==> config.mk <==
export PLATFORM = sky130hd
export DESIGN_NAME = qte_isqrt
export DESIGN_NICKNAME = d
export VERILOG_FILES = /design/src/rtl/qte_pkg.sv /design/src/rtl/qte_isqrt.sv
export SDC_FILE = /design/constraint.sdc
export NUM_CORES = 2
export LEC_CHECK = 0
export BUFFER_PORTS_ARGS = -buffer_cell sky130_fd_sc_hd__buf_4
export CORE_UTILIZATION = 60
export CTS_CLUSTER_SIZE = 10
export DETAILED_ROUTE_END_ITERATION = 16
export HOLD_SLACK_MARGIN = 0.02
export PLACE_DENSITY = 0.72
export REMOVE_ABC_BUFFERS = 1
export SYNTH_ARGS = -nofsm -noshare
export SYNTH_HDL_FRONTEND = slang
export SYNTH_SLANG_ARGS = --single-unit
==> constraint.sdc <==
create_clock -name clk -period 4.2 [get_ports clk]
set_input_delay 0.84 -clock clk [delete_from_list [all_inputs] [get_ports clk]]
set_output_delay 0.84 -clock clk [all_outputs]
set_load 0.005 [all_outputs]
==> src/rtl/qte_pkg.sv <==
// Shared constants, arctangent table and angle rounding for the quaternion to Euler block.
// No dependencies; every other file in rtl/ imports this package.
package qte_pkg;

	localparam int DEF_COMPONENT_BITS = 16;
	localparam int DEF_CORDIC_STAGES  = 16;
	localparam int ATAN_ENTRIES       = 24;

	localparam int Q_BITS    = 16; // components after alignment to Q1.14
	localparam int P_BITS    = 32; // one product, Q2.28
	localparam int V_BITS    = 34; // CORDIC input vector component
	localparam int S_BITS    = 30; // clamped asin argument, Q2.28
	localparam int SQ_BITS   = 57; // 1 - s^2 in Q4.56
	localparam int ROOT_BITS = 29; // isqrt result
	localparam int SQRT_STEPS = 29;
	localparam int Z_BITS    = 35; // angle accumulator, Q30, with room to negate
	localparam int CW        = 53; // CORDIC x/y datapath
	localparam int ANGLE_BITS = 16;
	localparam int YAW_BITS   = 15;

	localparam logic signed [Z_BITS-1:0] PI_Q30    = 35'sd3373259426;
	localparam logic signed [ANGLE_BITS-1:0] PITCH_LIMIT = 16'sd25736;
	localparam logic signed [ANGLE_BITS-1:0] YAW_LIMIT   = 16'sd12868;
	localparam logic signed [S_BITS-1:0] UNIT_Q28 = 30'sd268435456;

	function automatic logic signed [Z_BITS-1:0] atan_q30(input int idx);
		logic signed [Z_BITS-1:0] a;
		case (idx)
			0:  a = 35'sd843314857;
			1:  a = 35'sd497837829;
			2:  a = 35'sd263043837;
			3:  a = 35'sd133525159;
			4:  a = 35'sd67021687;
			5:  a = 35'sd33543516;
			6:  a = 35'sd16775851;
			7:  a = 35'sd8388437;
			8:  a = 35'sd4194283;
			9:  a = 35'sd2097149;
			10: a = 35'sd1048576;
			11: a = 35'sd524288;
			12: a = 35'sd262144;
			13: a = 35'sd131072;
			14: a = 35'sd65536;
			15: a = 35'sd32768;
			16: a = 35'sd16384;
			17: a = 35'sd8192;
			18: a = 35'sd4096;
			19: a = 35'sd2048;
			20: a = 35'sd1024;
			21: a = 35'sd512;
			22: a = 35'sd256;
			23: a = 35'sd128;
			default: a = '0;
		endcase
		return a;
	endfunction

	// Q30 radians to Q3.13, round half up, then clamp to +/- lim.
	function automatic logic signed [ANGLE_BITS-1:0] to_q13(
		input logic signed [Z_BITS-1:0] z,
		input logic signed [ANGLE_BITS-1:0] lim
	);
		logic signed [Z_BITS:0] t;
		logic signed [19:0] a;
		logic signed [19:0] l;
		t = (Z_BITS+1)'(z) + 36'sd65536;
		a = 20'(t >>> 17);
		l = 20'(lim);
		if (a > l)
			a = l;
		if (a < -l)
			a = -l;
		return ANGLE_BITS'(a);
	endfunction

endpackage

==> src/rtl/qte_isqrt.sv <==
// Pipelined digit-by-digit integer square root, one result bit per stage,
// with a side payload delayed alongside. Depends on qte_pkg.
module qte_isqrt
	import qte_pkg::*;
#(
	parameter int SIDE_BITS = 1
) (
	input  logic                 clk,
	input  logic                 en,
	input  logic [SQ_BITS-1:0]   rad,
	input  logic [SIDE_BITS-1:0] side_in,
	output logic [ROOT_BITS-1:0] root,
	output logic [SIDE_BITS-1:0] side_out
);
	localparam int RW = SQ_BITS + 1;

	logic [SQ_BITS-1:0]   rem_s  [SQRT_STEPS+1];
	logic [RW-1:0]        res_s  [SQRT_STEPS+1];
	logic [SIDE_BITS-1:0] side_s [SQRT_STEPS+1];

	assign rem_s[0]  = rad;
	assign res_s[0]  = '0;
	assign side_s[0] = side_in;

	for (genvar k = 0; k < SQRT_STEPS; k++) begin : g_step
		localparam logic [RW-1:0] BIT = RW'(1) << (2 * (SQRT_STEPS - 1 - k));
		logic [RW-1:0] trial;
		logic          take;
		assign trial = res_s[k] + BIT;
		assign take  = RW'(rem_s[k]) >= trial;

		always_ff @(posedge clk) begin
			if (en) begin
				if (take) begin
					rem_s[k+1] <= rem_s[k] - SQ_BITS'(trial);
					res_s[k+1] <= (res_s[k] >> 1) + BIT;
				end else begin
					rem_s[k+1] <= rem_s[k];
					res_s[k+1] <= res_s[k] >> 1;
				end
				side_s[k+1] <= side_s[k];
			end
		end
	end

	assign root     = ROOT_BITS'(res_s[SQRT_STEPS]);
	assign side_out = side_s[SQRT_STEPS];
endmodule

# Word-level counts from Yosys, hierarchy flattened
# Index checks and enable logic that the tools add are counted.
# word_totals
ff_bits	3278
in_bits	60
wordCells	283
# op_classes
n_addsub	84
magnitude_cmp	29
mux	57
# op_table
cell	count
$mux W57	56
$ge A57 B58 Y1	28
$sub A57 B57 Y57	27
$add A57 B11 Y58 const B	1
$add A57 B13 Y58 const B	1
$add A57 B15 Y58 const B	1
$add A57 B17 Y58 const B	1
$add A57 B19 Y58 const B	1
$add A57 B21 Y58 const B	1
$add A57 B23 Y58 const B	1
$add A57 B25 Y58 const B	1
$add A57 B27 Y58 const B	1
$add A57 B29 Y58 const B	1
$add A57 B3 Y58 const B	1
$add A57 B31 Y58 const B	1
$add A57 B33 Y58 const B	1
$add A57 B35 Y58 const B	1
$add A57 B37 Y58 const B	1
$add A57 B39 Y58 const B	1
$add A57 B41 Y58 const B	1
$add A57 B43 Y58 const B	1
$add A57 B45 Y58 const B	1
$add A57 B47 Y58 const B	1
$add A57 B49 Y58 const B	1
38 further kinds	38

# Depth between registers and ports, before layout
# logic_depth
depth_word	3
ltp_mapped	15

# Worst setup path after synthesis
# OpenSTA, ideal clock, no wires.
# synth_timing
kind	register to register
startpoint	register rem_s[156] (netlist bit)
endpoint	register rem_s[104] (netlist bit) (data pin)
setup_time_ns	0.271
arrival_time_ns	3.394
path_slack_ns	0.534
stages_incl_launch_ff	11
n_path_buf	0
period_less_slack_ns	3.666
path_cell_list	edfxtp_1 -> or3_4 -> or3_1 -> or4_1 -> or4_1 -> or3_1 -> a2111oi_4 -> inv_2 -> nand4b_1 -> nor4_1 -> xor2_1
# synth_between
elab_chain_cells	2
# synth_lines
item	line_no	rtl
start: declaration	qte_isqrt.sv:17	logic [SQ_BITS-1:0] rem_s [SQRT_STEPS+1];
start signal: indexed assignment	qte_isqrt.sv:35	rem_s[k+1] <= rem_s[k] - SQ_BITS'(trial);
start signal: indexed assignment	qte_isqrt.sv:38	rem_s[k+1] <= rem_s[k];
$ge A57 B58 Y1	qte_isqrt.sv:30	assign take = RW'(rem_s[k]) >= trial;
net g_step[27].take	qte_isqrt.sv:28	logic take;
$mux W57	qte_isqrt.sv:34	if (take) begin
# The timed path passes the listed nets, and every way through them passes these cells.
# A chain may end at the register's enable or synchronous reset.

# Worst setup path after layout
# layout_timing
startpoint	register res_s[360] (netlist bit)
endpoint	register rem_s[322] (netlist bit) (data pin)
# layout_between
elab_chain_cells	3
# layout_lines
item	line_no	rtl
start: declaration	qte_isqrt.sv:18	logic [RW-1:0] res_s [SQRT_STEPS+1];
start signal: indexed assignment	qte_isqrt.sv:36	res_s[k+1] <= (res_s[k] >> 1) + BIT;
start signal: indexed assignment	qte_isqrt.sv:39	res_s[k+1] <= res_s[k] >> 1;
$add A58 B11 Y58 *	qte_isqrt.sv:29	assign trial = res_s[k] + BIT;
$sub A57 B57 Y57 / $ge A57 B58 Y1 (equally long branches)	qte_isqrt.sv:35, qte_isqrt.sv:30	
$mux W57 *	qte_isqrt.sv:34	
# Mark *: on every way between the ends. The rest lies on a longest branch, timed or not.

==> out/qor.yml <==
syn_inst: 7806
net-switching-power_uw: 17400
dieHeight_um: 407
synth_compound_area_frac: 0.0935
diodes: 0
drtIter0Drc: 6356
finalSetupViolCount: 0
drc: 0
clockRootBuffer: "clkbuf_16"
cts_htree_levels: 4
fin_crit_ns: 4.01
synth_fa_ha_area_frac: 0.0588
cts_tree: "yes"
arrival_ns: 4.57
ys_seq_area_frac: 0.630
min_path_type: "input port to flop"
synth_cell_types: 81
wl_met1_mm: 100
fmax_ghz: 0.249
cts_setup_buffers: 0
track_usage: 0.275
drive_above_1_share: 0.0727
cpMaxStageDelayCell: "nor3b_1"
post_synth_and_or_nand_nor_area_fraction: 0.123
ioPinCount: 90
placed_area_um2: 102000
power_frac_clock: 0.304
seqPwrFrac: 0.483
vias: 62800
grt-ovfl-total: 0
end_kind: "flop"
synth_top_family_by_area: "simple AND/OR/NAND/NOR gates"
fp.dieArea_um2: 165000
hold_viol: 0
synthMuxAreaShare: 0.00653
grt_pass1_vias: 60800
syn_area_per_cell_um2: 12.6
antenna_found_initial: 8
max_stage_delay_ns: 0.53
ctsHoldBuffers: 0
antenna_left: 0
path_cells: "inv_1 > ha_1 > nor2b_1 > o31a_1 > nor4_1 > nor3b_1 > a2111oi_0 > buf_4 > o211ai_1 > nand3_1 > o41ai_1 > o31ai_1"
num_rows: 148
fin_util: 0.669
nets: 8624
globalplace.congestion: 0.943
top_layer: "met5"
clk_path_buf_depth: 3
yosysTopAreaCell: "edfxtp_1"
sw_frac_of_total: 0.296
power_frac_comb: 0.214
grt_setup_unrepaired: "no"
status: "completed"
synthXorXnorAreaFrac: 0.0610
worst_slew_pin_slew_ns: 1.20
synthToLayoutAreaGrowth_pct: 10.8
cts_sinks: 2060
viasPerCell: 6.07
crit_required_ns: 4.77
yosys_most_used_dff: "edfxtp_1"
peakVddDrop_mv: 0.445
ys_warn_count: 0
routed-wl-met3_mm: 13.0
start_kind: "flop"
mappedNetlistArea_um2: 98200
p_per_area_nw_per_um2: 541
synth_top_area_share: 0.630
synthTopCellsByArea: "edfxtp_1 63%, ha_1 5.9%, xnor2_1 3.4%"
initial_core_util: 0.604
grt_pass1_wl_mm: 349
fin_area_um2: 109000
total_power_uw: 58800
grt_max_degree: 125
ys_ff_latch: 2060
drtPass1Iterations: 8
hpwlAfterDp_mm: 168
slew_headroom: 0.191
fin_crit_sh: 0.955
cap_violations: 0
final_cell_mix: "2060 x edfxtp_1, 563 x inv_1, 530 x nor2_1"
drt-total-wl_mm: 228
met2_length_mm: 109
p_leak_uw: 0.0409
clk_pin_slew_worst_paths_ns: 0.06
synth_edf_count: 2060
final_common_cell: "edfxtp_1"
io_buffers: 89
critical_path_class: "flop to flop"
cts_buffers: 231
async_reset_ff_frac: 0
insertion_delay_ns: 0.90
core_um2: 163000
cp_max_fo: 12
die_w_um: 407
skew_ns: 0.0845
power.internal_uw: 41400
drv_slew: 0
wire_per_inst_um: 22.0
==> path summary, 6_finish.rpt <==
| kind | startpoint | end | slack (ns) | cells past startpoint |
|---|---|---|---|---|
| worst min-delay path | rad[23] | rem_s[1619] | 0.12 | 1 |
| worst max-delay path | res_s[360] | rem_s[322] | 0.19 | 12 |
| worst max register to register | res_s[360] | rem_s[322] | 0.19 | 12 |
| worst min register to register | side_s[10] | side_s[9] | 0.41 | 0 |
==> worst max-delay path, delay by kind of cell (launching register included) <==
family / cells / cell delay [ns]
AO/OA/AOI/OAI: 5 / 1.43
adder cells (fa/ha/maj): 1 / 0.35
buffers and inverters: 2 / 0.23
flip-flops: 1 / 0.34
AND/OR/NAND/NOR: 4 / 1.33
==> registers in the layout, summed over array words and instances (netlist names) <==
signal,cells
side_s,28
rem_s,1596
root,29
side_out,1
res_s,406
==> through the flow <==
stage	instances	hold WS (ns)	TNS (ns)	setup WS, ns
2_1_floorplan	7653	0.400	-47.17	-0.775
3_3_place_gp	10000	0.400	0	0.196
3_5_place_dp	10000	0.405	0	0.146
4_1_cts	10300	0.0445	0	0.118
5_1_grt	10300	0.0732	0	0.00760
6_report	10300	0.118	0	0.191
==> routing by layer <==
metal,vias to the layer above,global-route usage
met2,1958,0.452
met4,2,0.0727
met5,-,0
met3,326,0.0381
li1,29800,-
met1,30700,0.385
==> Yosys cell counts, types with 37 or more instances <==
| cell | n |
|---|---|
| edfxtp_1 | 2060 |
| nand3_1 | 141 |
| ha_1 | 460 |
| nor4_1 | 265 |
| o21a_1 | 79 |
| o21ai_0 | 355 |
| nand4_1 | 128 |
| xnor2_1 | 378 |
| nor4b_1 | 38 |
| o211ai_1 | 38 |
| mux2_2 | 48 |
| nor3_1 | 205 |
| a21oi_1 | 463 |
| inv_1 | 563 |
| or2_2 | 38 |
| nand2_1 | 527 |
| nor2_1 | 531 |
| or3_1 | 91 |
| nand2b_1 | 81 |
| nor2b_1 | 66 |
| and3_1 | 37 |
| xor2_1 | 306 |
| o31ai_1 | 41 |
| or4_1 | 68 |
| o21bai_1 | 40 |
| a31oi_1 | 47 |
| a211oi_1 | 43 |
| clkbuf_1 | 135 |
| a21o_1 | 157 |
==> logic make-up after synthesis <==
logic type	after synthesis
and+or+nand+nor	2349
DFF	2060
AOI/OAI and AO/OA	1469
buffers and inverters	724
xor gates and xnor gates	684
adders and majority gates	461
muxes	58
other	1
==> power groups by stage <==
stage	clock network [µW]	registers, µW	logic (µW)
6_report	17900	28400	12600
5_1_grt	19000	28600	13900
4_1_cts	18200	28400	12500
3_5_place_dp	0	28700	12400
3_3_place_gp	0	28700	12200
2_1_floorplan	0	27700	8990
==> cell type report <==
cell class / instances / area (µm²)
multi-input cells: 5022 / 33700
fillers: 11800 / 53800
well taps: 2175 / 2720
clock buffers: 264 / 5900
inverters: 571 / 2140
repair buffers: 217 / 1890
clock inverters: 33 / 603
flip-flops and latches: 2060 / 61900
==> timing repair <==
action,CTS,global route
endpoints found under the hold margin,0,0
setup endpoints to repair,0,8
gates resized for setup,0,2
Note: power is estimated with default switching activity, not from simulation.
